**src/rtl/byte_ring_fifo_core_assert.svh**
```systemverilog
// assertion helpers shared by the ring fifo modules
`ifndef BYTE_RING_FIFO_CORE_ASSERT_SVH
`define BYTE_RING_FIFO_CORE_ASSERT_SVH

// condition must hold on every clock outside reset
`define BRF_ASSERT_ALWAYS(label, cond, msg) \
    label: assert property (@(posedge i_clk) disable iff (!i_rst_n) (cond)) else $error(msg);

// antecedent in this cycle implies consequent in this cycle
`define BRF_ASSERT_IMPL(label, ante, cons, msg) \
    label: assert property (@(posedge i_clk) disable iff (!i_rst_n) (ante) |-> (cons)) \
        else $error(msg);

// antecedent in this cycle implies consequent in the next cycle
`define BRF_ASSERT_NEXT(label, ante, cons, msg) \
    label: assert property (@(posedge i_clk) disable iff (!i_rst_n) (ante) |=> (cons)) \
        else $error(msg);

`endif

```
**src/rtl/brf_pkg.sv**
```systemverilog
package brf_pkg;

    localparam int MAX_DEPTH_LOG2_DEF = 8;
    localparam int MAX_XFER_DEF       = 63;
    localparam int CMDQ_DEPTH_DEF     = 4;
    localparam int CNT_W              = 6;
    localparam int BYTE_W             = 8;
    localparam int LVL_W              = 8;
    localparam int CFG_W              = 4;
    localparam int REQ_W              = 3;
    localparam int PTR_W_MAX          = 16;
    localparam int IN_TDATA_W         = 16;
    localparam int OUT_TDATA_W        = 32;
    localparam int SIZE_LOG2_RESET    = 8;

    typedef enum logic [REQ_W-1:0] {
        REQ_WRITE_START   = 3'd0,
        REQ_WRITE_DATA    = 3'd1,
        REQ_READ          = 3'd2,
        REQ_PEEK          = 3'd3,
        REQ_ADVANCE_READ  = 3'd4,
        REQ_ADVANCE_WRITE = 3'd5,
        REQ_CLEAR         = 3'd6,
        REQ_QUERY         = 3'd7
    } t_req;

    // one queued job for the back end: a single status result or a read run
    typedef struct packed {
        logic             is_read;
        logic [CNT_W-1:0] granted;
        logic [LVL_W-1:0] fill;
        logic [LVL_W-1:0] free;
    } t_cmd;

    typedef struct packed {
        logic [CNT_W-1:0]  granted;
        logic [BYTE_W-1:0] read_byte;
        logic              last;
        logic [LVL_W-1:0]  fill;
        logic [LVL_W-1:0]  free;
    } t_res;

    function automatic logic [LVL_W-1:0] sat8(input logic [PTR_W_MAX-1:0] v);
        logic [LVL_W-1:0] r;
        r = (v > PTR_W_MAX'(255)) ? {LVL_W{1'b1}} : v[LVL_W-1:0];
        return r;
    endfunction

endpackage

```
**src/rtl/brf_ram.sv**
```systemverilog
module brf_ram #(
    parameter int WIDTH = 8,
    parameter int DEPTH = 256
) (
    input  logic                     i_clk,
    input  logic                     i_we,
    input  logic [$clog2(DEPTH)-1:0] i_waddr,
    input  logic [WIDTH-1:0]         i_wdata,
    input  logic                     i_re,
    input  logic [$clog2(DEPTH)-1:0] i_raddr,
    output logic [WIDTH-1:0]         o_rdata
);

    logic [WIDTH-1:0] r_mem [DEPTH];
    logic [WIDTH-1:0] r_rdata;

    always_ff @(posedge i_clk) begin
        if (i_we) begin
            r_mem[i_waddr] <= i_wdata;
        end
        if (i_re) begin
            r_rdata <= r_mem[i_raddr];
        end
    end

    assign o_rdata = r_rdata;

endmodule

```
**src/rtl/brf_cmdq.sv**
```systemverilog
module brf_cmdq #(
    parameter int WIDTH = 32,
    parameter int DEPTH = brf_pkg::CMDQ_DEPTH_DEF
) (
    input  logic             i_clk,
    input  logic             i_rst_n,
    input  logic             i_push,
    input  logic [WIDTH-1:0] i_data,
    output logic             o_full,
    input  logic             i_pop,
    output logic             o_empty,
    output logic [WIDTH-1:0] o_data
);

    localparam int AW = (DEPTH > 1) ? $clog2(DEPTH) : 1;
    localparam int CW = $clog2(DEPTH + 1);
    localparam logic [AW-1:0] LAST_IDX = AW'(DEPTH - 1);
    localparam logic [CW-1:0] FULL_CNT = CW'(DEPTH);

    logic [WIDTH-1:0] r_mem [DEPTH];
    logic [AW-1:0]    r_wr, r_rd;
    logic [CW-1:0]    r_cnt;
    logic             do_push, do_pop;

    assign o_full  = (r_cnt == FULL_CNT);
    assign o_empty = (r_cnt == '0);
    assign o_data  = r_mem[r_rd];
    assign do_push = i_push && !o_full;
    assign do_pop  = i_pop && !o_empty;

    always_ff @(posedge i_clk) begin
        if (do_push) begin
            r_mem[r_wr] <= i_data;
        end
    end

    always_ff @(posedge i_clk) begin
        if (!i_rst_n) begin
            r_wr  <= '0;
            r_rd  <= '0;
            r_cnt <= '0;
        end else begin
            if (do_push) begin
                r_wr <= (r_wr == LAST_IDX) ? '0 : r_wr + AW'(1);
            end
            if (do_pop) begin
                r_rd <= (r_rd == LAST_IDX) ? '0 : r_rd + AW'(1);
            end
            case ({do_push, do_pop})
                2'b10:   r_cnt <= r_cnt + CW'(1);
                2'b01:   r_cnt <= r_cnt - CW'(1);
                default: r_cnt <= r_cnt;
            endcase
        end
    end

endmodule

```
**src/rtl/brf_front.sv**
```systemverilog
module brf_front #(
    parameter int MAX_DEPTH_LOG2 = brf_pkg::MAX_DEPTH_LOG2_DEF,
    parameter int MAX_XFER       = brf_pkg::MAX_XFER_DEF,
    parameter int CMDQ_DEPTH     = brf_pkg::CMDQ_DEPTH_DEF
) (
    input  logic                           i_clk,
    input  logic                           i_rst_n,
    input  logic                           i_cfg_valid,
    input  logic [brf_pkg::CFG_W-1:0]      i_cfg_data,
    input  logic                           i_req_valid,
    output logic                           o_req_ready,
    input  logic [brf_pkg::REQ_W-1:0]      i_req_type,
    input  logic [brf_pkg::CNT_W-1:0]      i_count,
    input  logic                           i_allow_partial,
    input  logic [brf_pkg::BYTE_W-1:0]     i_data_byte,
    output logic                           o_cmd_push,
    output brf_pkg::t_cmd                  o_cmd,
    output logic [MAX_DEPTH_LOG2-1:0]      o_cmd_addr,
    input  logic                           i_cmd_full,
    input  logic                           i_rd_done,
    output logic [MAX_DEPTH_LOG2-1:0]      o_mask,
    output logic                           o_ram_we,
    output logic [MAX_DEPTH_LOG2-1:0]      o_ram_waddr,
    output logic [brf_pkg::BYTE_W-1:0]     o_ram_wdata
);

    `include "byte_ring_fifo_core_assert.svh"

    localparam int PW = MAX_DEPTH_LOG2;
    localparam int SW = $clog2(MAX_DEPTH_LOG2 + 1);
    localparam int NW = brf_pkg::CNT_W;
    localparam int GW = (PW > NW) ? PW : NW;
    localparam int OW = $clog2(CMDQ_DEPTH + 2);
    localparam int SIZE_RST_I = (brf_pkg::SIZE_LOG2_RESET > MAX_DEPTH_LOG2) ?
                                MAX_DEPTH_LOG2 : brf_pkg::SIZE_LOG2_RESET;
    localparam logic [SW-1:0] SIZE_RST  = SW'(SIZE_RST_I);
    localparam logic [4:0]    SIZE_MAX  = 5'(MAX_DEPTH_LOG2);
    localparam logic [NW-1:0] XFER_CAP  = NW'(MAX_XFER);
    localparam logic [OW-1:0] RD_MAX    = OW'(CMDQ_DEPTH + 1);

    logic [SW-1:0] r_size;
    logic [PW-1:0] r_rp, r_wp, n_rp, n_wp;
    logic [NW-1:0] r_wleft, r_woff, n_wleft, n_woff;
    logic [OW-1:0] r_rd_out;

    brf_pkg::t_req req;
    logic [PW-1:0] mask, fill, free, lvl_fill, lvl_free;
    logic [NW-1:0] cnt, grant;
    logic [GW-1:0] cnt_g, avail_g;
    logic          refuse, is_wdata, accept, push, push_read;
    logic [4:0]    cfg_v, cfg_sel;

    assign req      = brf_pkg::t_req'(i_req_type);
    assign mask     = ~({PW{1'b1}} << r_size);
    assign fill     = (r_wp - r_rp) & mask;
    assign free     = mask - fill;
    assign cnt      = (i_count > XFER_CAP) ? XFER_CAP : i_count;
    assign cnt_g    = GW'(cnt);
    assign avail_g  = (req == brf_pkg::REQ_WRITE_START) ? GW'(free) : GW'(fill);
    assign refuse   = (cnt == '0) || (avail_g == '0) || ((avail_g < cnt_g) && !i_allow_partial);
    assign grant    = refuse ? '0 : ((avail_g < cnt_g) ? avail_g[NW-1:0] : cnt);
    assign is_wdata = (req == brf_pkg::REQ_WRITE_DATA);

    // writes wait while a read run may still fetch from the ring
    assign o_req_ready = !i_cmd_full && !(is_wdata && (r_rd_out != '0));
    assign accept      = i_req_valid && o_req_ready;

    always_comb begin
        n_rp      = r_rp;
        n_wp      = r_wp;
        n_wleft   = r_wleft;
        n_woff    = r_woff;
        push      = 1'b1;
        push_read = 1'b0;
        o_cmd.is_read = 1'b0;
        o_cmd.granted = '0;
        o_ram_we      = 1'b0;
        o_ram_waddr   = (r_wp + PW'(r_woff)) & mask;
        unique case (req)
            brf_pkg::REQ_WRITE_START: begin
                o_cmd.granted = grant;
                n_wleft       = grant;
                n_woff        = '0;
            end
            brf_pkg::REQ_WRITE_DATA: begin
                push = 1'b0;
                if (r_wleft != '0) begin
                    o_ram_we = accept;
                    if (r_wleft == NW'(1)) begin
                        // final byte of the grant commits the write pointer
                        push          = 1'b1;
                        o_cmd.granted = r_woff + NW'(1);
                        n_wp          = (r_wp + PW'(r_woff + NW'(1))) & mask;
                        n_wleft       = '0;
                        n_woff        = '0;
                    end else begin
                        n_wleft = r_wleft - NW'(1);
                        n_woff  = r_woff + NW'(1);
                    end
                end
            end
            brf_pkg::REQ_READ, brf_pkg::REQ_PEEK: begin
                o_cmd.is_read = !refuse;
                o_cmd.granted = grant;
                push_read     = !refuse;
                if (req == brf_pkg::REQ_READ) begin
                    n_rp = (r_rp + PW'(grant)) & mask;
                end
            end
            brf_pkg::REQ_ADVANCE_READ: begin
                o_cmd.granted = cnt;
                n_rp          = (r_rp + PW'(cnt)) & mask;
            end
            brf_pkg::REQ_ADVANCE_WRITE: begin
                o_cmd.granted = cnt;
                n_wp          = (r_wp + PW'(cnt)) & mask;
            end
            brf_pkg::REQ_CLEAR: begin
                n_rp    = '0;
                n_wp    = '0;
                n_wleft = '0;
                n_woff  = '0;
            end
            brf_pkg::REQ_QUERY: begin
                push = 1'b1;
            end
            default: begin
                push = 1'b1;
            end
        endcase
        lvl_fill   = (n_wp - n_rp) & mask;
        lvl_free   = mask - lvl_fill;
        o_cmd.fill = brf_pkg::sat8(brf_pkg::PTR_W_MAX'(lvl_fill));
        o_cmd.free = brf_pkg::sat8(brf_pkg::PTR_W_MAX'(lvl_free));
    end

    assign o_cmd_addr  = r_rp;
    assign o_cmd_push  = accept && push;
    assign o_mask      = mask;
    assign o_ram_wdata = i_data_byte;

    assign cfg_v   = {1'b0, i_cfg_data};
    assign cfg_sel = (cfg_v == '0) ? 5'd1 : ((cfg_v > SIZE_MAX) ? SIZE_MAX : cfg_v);

    always_ff @(posedge i_clk) begin
        if (!i_rst_n) begin
            r_size   <= SIZE_RST;
            r_rp     <= '0;
            r_wp     <= '0;
            r_wleft  <= '0;
            r_woff   <= '0;
            r_rd_out <= '0;
        end else begin
            if (i_cfg_valid) begin
                r_size  <= cfg_sel[SW-1:0];
                r_rp    <= '0;
                r_wp    <= '0;
                r_wleft <= '0;
                r_woff  <= '0;
            end else if (accept) begin
                r_rp    <= n_rp;
                r_wp    <= n_wp;
                r_wleft <= n_wleft;
                r_woff  <= n_woff;
            end
            case ({accept && push_read, i_rd_done})
                2'b10:   r_rd_out <= r_rd_out + OW'(1);
                2'b01:   r_rd_out <= r_rd_out - OW'(1);
                default: r_rd_out <= r_rd_out;
            endcase
        end
    end

    `BRF_ASSERT_IMPL(a_wdata_no_read, accept && is_wdata, r_rd_out == '0, "write during read run")
    `BRF_ASSERT_IMPL(a_woff_idle, r_wleft == '0, r_woff == '0, "offset left without pending write")
    `BRF_ASSERT_ALWAYS(a_rd_out_bound, r_rd_out <= RD_MAX, "read run count overflow")

endmodule

```
**src/rtl/brf_back.sv**
```systemverilog
module brf_back #(
    parameter int MAX_DEPTH_LOG2 = brf_pkg::MAX_DEPTH_LOG2_DEF
) (
    input  logic                           i_clk,
    input  logic                           i_rst_n,
    input  logic                           i_cmd_empty,
    input  brf_pkg::t_cmd                  i_cmd,
    input  logic [MAX_DEPTH_LOG2-1:0]      i_cmd_addr,
    output logic                           o_cmd_pop,
    input  logic [MAX_DEPTH_LOG2-1:0]      i_mask,
    output logic                           o_ram_re,
    output logic [MAX_DEPTH_LOG2-1:0]      o_ram_raddr,
    input  logic [brf_pkg::BYTE_W-1:0]     i_ram_rdata,
    output logic                           o_rd_done,
    output logic                           o_res_valid,
    input  logic                           i_res_ready,
    output brf_pkg::t_res                  o_res
);

    `include "byte_ring_fifo_core_assert.svh"

    localparam int PW = MAX_DEPTH_LOG2;
    localparam int NW = brf_pkg::CNT_W;

    typedef struct packed {
        brf_pkg::t_cmd cmd;
        logic          last;
    } t_s1;

    logic          r_busy;
    brf_pkg::t_cmd r_cmd;
    logic [PW-1:0] r_addr;
    logic [NW-1:0] r_left;
    logic          r_s1_valid;
    t_s1           r_s1;
    brf_pkg::t_res r_ob [2];
    logic          r_ohead;
    logic [1:0]    r_ocnt;

    logic          pop_out, credit, start, cont, issue, last;
    brf_pkg::t_res ob_in;

    assign pop_out = o_res_valid && i_res_ready;
    // an issued entry passes through the r_s1 stage before it lands in the output buffer
    assign credit  = ({1'b0, r_ocnt} + {2'b0, r_s1_valid}) < (3'd2 + {2'b0, pop_out});
    assign start   = !r_busy && !i_cmd_empty && credit;
    assign cont    = r_busy && credit;
    assign issue   = start || cont;
    assign last    = r_busy ? (r_left == NW'(1)) : (!i_cmd.is_read || (i_cmd.granted == NW'(1)));

    assign o_cmd_pop   = start;
    assign o_ram_re    = cont || (start && i_cmd.is_read);
    assign o_ram_raddr = r_busy ? r_addr : i_cmd_addr;
    assign o_rd_done   = (start && i_cmd.is_read && (i_cmd.granted == NW'(1)))
                       || (cont && (r_left == NW'(1)));

    assign ob_in.granted   = r_s1.cmd.granted;
    assign ob_in.read_byte = r_s1.cmd.is_read ? i_ram_rdata : '0;
    assign ob_in.last      = r_s1.last;
    assign ob_in.fill      = r_s1.cmd.fill;
    assign ob_in.free      = r_s1.cmd.free;

    assign o_res_valid = (r_ocnt != 2'd0);
    assign o_res       = r_ob[r_ohead];

    always_ff @(posedge i_clk) begin
        if (issue) begin
            r_s1.cmd  <= r_busy ? r_cmd : i_cmd;
            r_s1.last <= last;
        end
        if (start) begin
            r_cmd  <= i_cmd;
            r_addr <= (i_cmd_addr + PW'(1)) & i_mask;
            r_left <= i_cmd.granted - NW'(1);
        end else if (cont) begin
            r_addr <= (r_addr + PW'(1)) & i_mask;
            r_left <= r_left - NW'(1);
        end
        if (r_s1_valid) begin
            r_ob[r_ohead ^ r_ocnt[0]] <= ob_in;
        end
    end

    always_ff @(posedge i_clk) begin
        if (!i_rst_n) begin
            r_busy     <= 1'b0;
            r_s1_valid <= 1'b0;
            r_ohead    <= 1'b0;
            r_ocnt     <= 2'd0;
        end else begin
            r_s1_valid <= issue;
            if (start) begin
                r_busy <= i_cmd.is_read && (i_cmd.granted != NW'(1));
            end else if (cont && (r_left == NW'(1))) begin
                r_busy <= 1'b0;
            end
            if (pop_out) begin
                r_ohead <= ~r_ohead;
            end
            case ({r_s1_valid, pop_out})
                2'b10:   r_ocnt <= r_ocnt + 2'd1;
                2'b01:   r_ocnt <= r_ocnt - 2'd1;
                default: r_ocnt <= r_ocnt;
            endcase
        end
    end

    `BRF_ASSERT_ALWAYS(a_ob_room, ({1'b0, r_ocnt} + {2'b0, r_s1_valid}) <= 3'd2, "output overrun")
    `BRF_ASSERT_IMPL(a_busy_left, r_busy, r_left != '0, "read run with no bytes left")
    `BRF_ASSERT_NEXT(a_done_idle, o_rd_done, !r_busy, "read run still busy after done")

endmodule

```
**src/rtl/byte_ring_fifo_core.sv**
```systemverilog
// Byte FIFO in a ring of 2^size_log2 slots, one slot always kept empty. Each request on the
// slave stream is taken by the front end, which updates the pointers and queues the job; the
// back end turns it into results on the master stream. A granted read or peek streams its
// bytes at one byte per cycle unless the output stalls, from the ring memory (one registered
// read port), the final one marked with tlast; write_data gives a result only on the last
// byte of its grant, every other request one result. write_data transfers are taken one per
// cycle, except that they wait while the job queue is full or a read or peek run is queued or
// streaming. Results pass the job queue, r_s1 stage and output buffer. Ring needs no clearing
// after reset; writing size_log2 (only while idle) empties the ring and drops a pending write.
module byte_ring_fifo_core #(
    parameter int MAX_DEPTH_LOG2 = brf_pkg::MAX_DEPTH_LOG2_DEF,
    parameter int MAX_XFER       = brf_pkg::MAX_XFER_DEF,
    parameter int CMDQ_DEPTH     = brf_pkg::CMDQ_DEPTH_DEF
) (
    input  logic                               i_clk,
    input  logic                               i_rst_n,
    input  logic                               i_cfg_valid,
    output logic                               o_cfg_ready,
    input  logic [brf_pkg::CFG_W-1:0]          i_cfg_data,      // size_log2
    input  logic                               i_s_axis_tvalid,
    output logic                               o_s_axis_tready,
    // count[5:0], allow_partial[6], data_byte[14:7], zero pad[15]
    input  logic [brf_pkg::IN_TDATA_W-1:0]     i_s_axis_tdata,
    input  logic [brf_pkg::REQ_W-1:0]          i_s_axis_tuser,  // req_type
    output logic                               o_m_axis_tvalid,
    input  logic                               i_m_axis_tready,
    // granted[5:0], read_byte[13:6], bytes_to_read[21:14], bytes_to_write[29:22], pad[31:30]
    output logic [brf_pkg::OUT_TDATA_W-1:0]    o_m_axis_tdata,
    output logic                               o_m_axis_tlast
);

    localparam int PW   = MAX_DEPTH_LOG2;
    localparam int QW   = $bits(brf_pkg::t_cmd) + PW;
    localparam int RESW = $bits(brf_pkg::t_res) - 1;

    logic                        cmd_push, cmd_full, cmd_pop, cmd_empty, rd_done;
    brf_pkg::t_cmd               cmd_in, cmd_out;
    logic [PW-1:0]               cmd_addr_in, cmd_addr_out, mask;
    logic [QW-1:0]               q_out;
    logic                        ram_we, ram_re;
    logic [PW-1:0]               ram_waddr, ram_raddr;
    logic [brf_pkg::BYTE_W-1:0]  ram_wdata, ram_rdata;
    brf_pkg::t_res               res;

    assign o_cfg_ready = 1'b1;

    brf_front #(
        .MAX_DEPTH_LOG2 (MAX_DEPTH_LOG2),
        .MAX_XFER       (MAX_XFER),
        .CMDQ_DEPTH     (CMDQ_DEPTH)
    ) u_front (
        .i_clk           (i_clk),
        .i_rst_n         (i_rst_n),
        .i_cfg_valid     (i_cfg_valid),
        .i_cfg_data      (i_cfg_data),
        .i_req_valid     (i_s_axis_tvalid),
        .o_req_ready     (o_s_axis_tready),
        .i_req_type      (i_s_axis_tuser),
        .i_count         (i_s_axis_tdata[5:0]),
        .i_allow_partial (i_s_axis_tdata[6]),
        .i_data_byte     (i_s_axis_tdata[14:7]),
        .o_cmd_push      (cmd_push),
        .o_cmd           (cmd_in),
        .o_cmd_addr      (cmd_addr_in),
        .i_cmd_full      (cmd_full),
        .i_rd_done       (rd_done),
        .o_mask          (mask),
        .o_ram_we        (ram_we),
        .o_ram_waddr     (ram_waddr),
        .o_ram_wdata     (ram_wdata)
    );

    brf_cmdq #(
        .WIDTH (QW),
        .DEPTH (CMDQ_DEPTH)
    ) u_cmdq (
        .i_clk   (i_clk),
        .i_rst_n (i_rst_n),
        .i_push  (cmd_push),
        .i_data  ({cmd_in, cmd_addr_in}),
        .o_full  (cmd_full),
        .i_pop   (cmd_pop),
        .o_empty (cmd_empty),
        .o_data  (q_out)
    );

    assign cmd_out      = brf_pkg::t_cmd'(q_out[QW-1:PW]);
    assign cmd_addr_out = q_out[PW-1:0];

    brf_ram #(
        .WIDTH (brf_pkg::BYTE_W),
        .DEPTH (2 ** MAX_DEPTH_LOG2)
    ) u_ram (
        .i_clk   (i_clk),
        .i_we    (ram_we),
        .i_waddr (ram_waddr),
        .i_wdata (ram_wdata),
        .i_re    (ram_re),
        .i_raddr (ram_raddr),
        .o_rdata (ram_rdata)
    );

    brf_back #(
        .MAX_DEPTH_LOG2 (MAX_DEPTH_LOG2)
    ) u_back (
        .i_clk       (i_clk),
        .i_rst_n     (i_rst_n),
        .i_cmd_empty (cmd_empty),
        .i_cmd       (cmd_out),
        .i_cmd_addr  (cmd_addr_out),
        .o_cmd_pop   (cmd_pop),
        .i_mask      (mask),
        .o_ram_re    (ram_re),
        .o_ram_raddr (ram_raddr),
        .i_ram_rdata (ram_rdata),
        .o_rd_done   (rd_done),
        .o_res_valid (o_m_axis_tvalid),
        .i_res_ready (i_m_axis_tready),
        .o_res       (res)
    );

    assign o_m_axis_tdata = brf_pkg::OUT_TDATA_W'({res.free, res.fill, res.read_byte,
                                                   res.granted});
    assign o_m_axis_tlast = res.last;

    // fields without last must fit within tdata
    localparam int USED_W = RESW;
    if (USED_W > brf_pkg::OUT_TDATA_W) begin : g_bad_width
        brf_pkg::t_res width_check_fail;
        assign width_check_fail = res;
    end

endmodule
```
**config.mk**
```make
export PLATFORM = sky130hd
export DESIGN_NAME = byte_ring_fifo_core
export DESIGN_NICKNAME = d
export VERILOG_FILES = /design/src/rtl/brf_pkg.sv /design/src/rtl/brf_ram.sv /design/src/rtl/brf_cmdq.sv /design/src/rtl/brf_front.sv /design/src/rtl/brf_back.sv /design/src/rtl/byte_ring_fifo_core.sv
export VERILOG_INCLUDE_DIRS = /design/src /design/src/rtl
export SDC_FILE = /design/constraint.sdc
export NUM_CORES = 2
export LEC_CHECK = 0
export ABC_AREA = 1
export BUFFER_PORTS_ARGS = -buffer_cell sky130_fd_sc_hd__buf_2
export CAP_MARGIN = 20
export CORE_AREA = 5 5 457 549
export CTS_CLUSTER_SIZE = 8
export DETAILED_ROUTE_END_ITERATION = 7
export DIE_AREA = 0 0 462 554
export PLACE_DENSITY = 0.59
export REMOVE_ABC_BUFFERS = 1
export SLEW_MARGIN = 20
export SYNTH_ARGS = -nofsm -noshare
export SYNTH_HDL_FRONTEND = slang
export SYNTH_SLANG_ARGS = --single-unit
```
**constraint.sdc**
```tcl
create_clock -name i_clk -period 9 [get_ports i_clk]
set_clock_uncertainty 0.2 [all_clocks]
set_input_delay 0.45 -clock i_clk [delete_from_list [all_inputs] [get_ports i_clk]]
set_output_delay 0.45 -clock i_clk [all_outputs]
set_load 0.02 [all_outputs]
```
==> results.md <==
* Post-synthesis async set-or-reset flop share at 0
* Post-synth top area share at 0.660
* Pint at ~25 mW
* Routed wire per std cell at approximately 22 um
* Max-Slew Margin vs Limit at 0.188
* Peak supply drop at 534 uV
* Critical path data arrival time at roughly 7.5 ns
* Max Clk Rate at roughly 140 MHz
* Die height at ~550 um
* Slowest cell on crit path: dfxtp_1
* Failing checks: hold timing
* Cells after Synth at 10000
* Io pins at 64
* Crit Path Max Fanout at 9
* Crit-path most repeated cell: nand2_1
* Final Max Slew Viols at 0
* WP data required at ~9.4 ns
* Area Growth Syn to Fin at 11.4%
* Post-CTS setup buffers at 0
* RSZ-0062 raised after global routing: false
* Crit-path max cell delay at 0.67 ns
* Pre-CTS WS at around 2 ns
* Mux cell area share after synthesis at 0.00343
* Crit path time final at 7.05 ns
* Post-synth top area cell: edfxtp_1
* Reg2reg end: u_cmdq.r_mem[3][15]
* Clk pin slew, worst setup/hold paths at roughly 0.05 ns
* Largest net degree at the start of global routing at between 150 and 200
* Htree depth at 5
* CTS tree: done
* Synth Area in Compound Gates at 0.0259
* Starting density of the core at 0.429
* Reg power frac at 0.290
* Flop-to-flop setup slack at between 1.5 and 2 ns
* CTS Buf Count at about 340
* WHS at -0.0542 ns
* Worst-margin pin slew at approximately 1.2 ns
* Syn Area/Cell at ~10 sq um
* Clk root buf: clkbuf_16
* Worst hold stages at 1
* Max Cap Viol at 0
* Number of global-route vias before repair at between 60000 and 70000
* Worst Hold End: u_ram.r_mem[56][2]
* PD cells at 380 mW/mm^2
* Final period utilization at 0.784
* Post-synth EDFFs at 2303
* Outcome: complete, but fails checks
* Final ANT Viol Nets at 0
* Antenna violations before repair at 5
* Setup crit start kind: flip-flop
* Deepest clock path buffer count at 4
* Drt first pass iters at 8
* Remaining DRCs at 0
* Largest family of logic cells by synthesized area: simple AND/OR/NAND/NOR gates
* Hold Crit Start: i_s_axis_tdata[9]
* Post_cts resized at 0
* Share of post-route cells with drive strength above 1 at 0.0659
* Worst min path class: input port to flip-flop
* Final cell count without fillers at 13300
* Psw at between 15 and 20 mW
* Crit end category: flip-flop
* Logic pwr share at 0.457
* Seq/Total Area, Yosys at 0.669
* Synth Area in Adders at 0.0102
* Switch share at 0.442
* Mapped cell area at 0.105 sq mm
* Post-Synth XOR/XNOR Area at 0.00217
* Worst Setup Slack, final at about 1.9 ns
* Setup TNS at 0 ns
* Core area at ~0.24 sq mm
* Global-route wire length before repair at 434 mm
* Commonest non-fill, non-tap cell in the layout: nand2_1
* Post-cts hold buffer count at 21
* CP Class: flip-flop to flip-flop
* Core Util, Final at 0.477
* DR iter-0 viols at approximately 7000
* Most used DFF post-synth: edfxtp_1
* Worst r2r path cells at 36
* Via count at roughly 70000
* # setup viols final at 0
* Synth Register Bits at between 2000 and 2500
* Final Wtd Congestion at 0.885
* YS warnings at 0
* Most frequent cells in the layout: 2573 x nand2_1, 2303 x edfxtp_1, 1869 x nand3_1
* Post-Route WL at 291 mm
* Vias per inst at roughly 5.3
* Total gr overflow at 0
* Synth area leaders: edfxtp_1 66%, nand2_1 9.3%, nand3_1 8.9%
* PortBufs at just under 60
* Clock power frac at 0.252
* Leak at approximately 47 nW
* # nets final at 10100
* Reg-to-reg startpoint: u_front.o_cmd_addr[0]
* Hold violation count in the final report at 5
* Distinct cell type count after synthesis at 66
* Num rows at a little under 200
* Total GRT Usage at 0.223
* Clk Latency, worst-skew pair at around 0.86 ns
* Die ar. at around 0.26 sq mm
* Post-Synth Simple-Gate Area at 0.205
* Cells after DPL at approximately 13000
* Die X at 462 um
* DP Wirelength at 163 mm
* CTS sink cnt at between 2000 and 2500
logic make-up after synthesis:
logic type | after synthesis
AND/OR/NAND/NOR | 4961
adder cells (fa/ha/maj) | 80
AO/OA/AOI/OAI | 462
other | 2
multiplexers | 32
flip-flops | 2353
buffers and inverters | 2085
XOR/XNOR | 26
through the flow:
stage | power [mW] | area [sq um]
floorplan | 26.1 | 102000
global placement | 33.1 | 107000
detailed placement | 33.2 | 107000
CTS | 44.5 | 117000
global route | 46.8 | 117000
finish | 44.4 | 117000
per-layer routing:
metal	vias to the layer above	wire (um)	global-route usage
li1	33200	-	-
met1	34000	118000	0.293
met2	2693	140000	0.371
met3	593	20100	0.0329
met4	0	13000	0.0925
met5	-	0	0
power groups by stage:
| stage | sequential [mW] | clock (mW) | combinational, mW |
|---|---|---|---|
| 5_1_grt | 12.9 | 11.9 | 22.1 |
| 3_5_place_dp | 13.1 | 0 | 20.2 |
| 4_1_cts | 12.9 | 11.4 | 20.2 |
| 2_1_floorplan | 13.1 | 0 | 13.0 |
| 6_report | 12.9 | 11.2 | 20.3 |
| 3_3_place_gp | 13.1 | 0 | 20.0 |
state kept, by name, indices dropped and copies added, names as in the netlist, 3 cells and up, named ones only:
signal,flops
u_back.ob_in,23
u_front.o_cmd_addr,8
u_back.r_cmd,23
u_back.r_ob,62
u_front.r_wp,8
u_ram.r_mem,2048
u_front.r_rd_out,3
u_cmdq.r_mem,124
u_back.r_left,6
u_ram.o_rdata,8
u_front.r_wleft,6
u_front.r_woff,6
u_front.r_size,4
u_back.r_addr,8
u_cmdq.r_cnt,3
worst max path at each step:
stage	endpoint	slack [ns]	from	cells past startpoint
final	u_cmdq.r_mem[3][15]	1.95	u_front.o_cmd_addr[0]	36
after global routing	u_cmdq.r_mem[2][15]	1.30	u_front.o_cmd_addr[0]	36
after CTS	u_cmdq.r_mem[3][15]	1.96	u_front.o_cmd_addr[0]	36
after detailed placement	u_cmdq.r_mem[1][15]	2.00	u_front.o_cmd_addr[0]	36
after global placement	u_cmdq.r_mem[0][15]	1.87	u_front.o_cmd_addr[0]	37
after floorplan	u_ram.o_rdata[0]	-17.09	flip-flop	13
worst max-delay path, delay by kind of cell, from the launching register on:
family | cells | cell delay, ns
buffers and inverters | 4 | 0.28
flip-flops | 1 | 0.67
AO/OA/AOI/OAI | 7 | 1.51
adder cells (fa/ha/maj) | 7 | 2.22
AND/OR/NAND/NOR | 18 | 1.95
layout make-up:
class,instances,area [sq um]
Antenna cell,3,7.51
Clock buffer,389,8760
Clock inverter,19,323
Fill cell,21900,128000
Inverter,1548,5830
Multi-Input combinational cell,5567,26000
Sequential cell,2353,70200
Tap cell,3216,4020
Timing Repair Buffer,177,1600
synthesized netlist by cell type, drive strengths merged (4+ instances only):
library cell	count
nand2	2604
fa	9
a31oi	6
inv	1544
a32o	5
a21oi	150
dfxtp	50
nand4	16
nor3	16
edfxtp	2303
o21ai	182
buf	458
nand3b	51
clkinv	4
or2	8
mux2	31
clkbuf	79
xor2	16
o21a	4
o211ai	65
nor2	385
xnor2	10
nand3	1875
ha	71
a32oi	5
o22ai	25
Note: power is estimated with default switching activity, not from simulation.
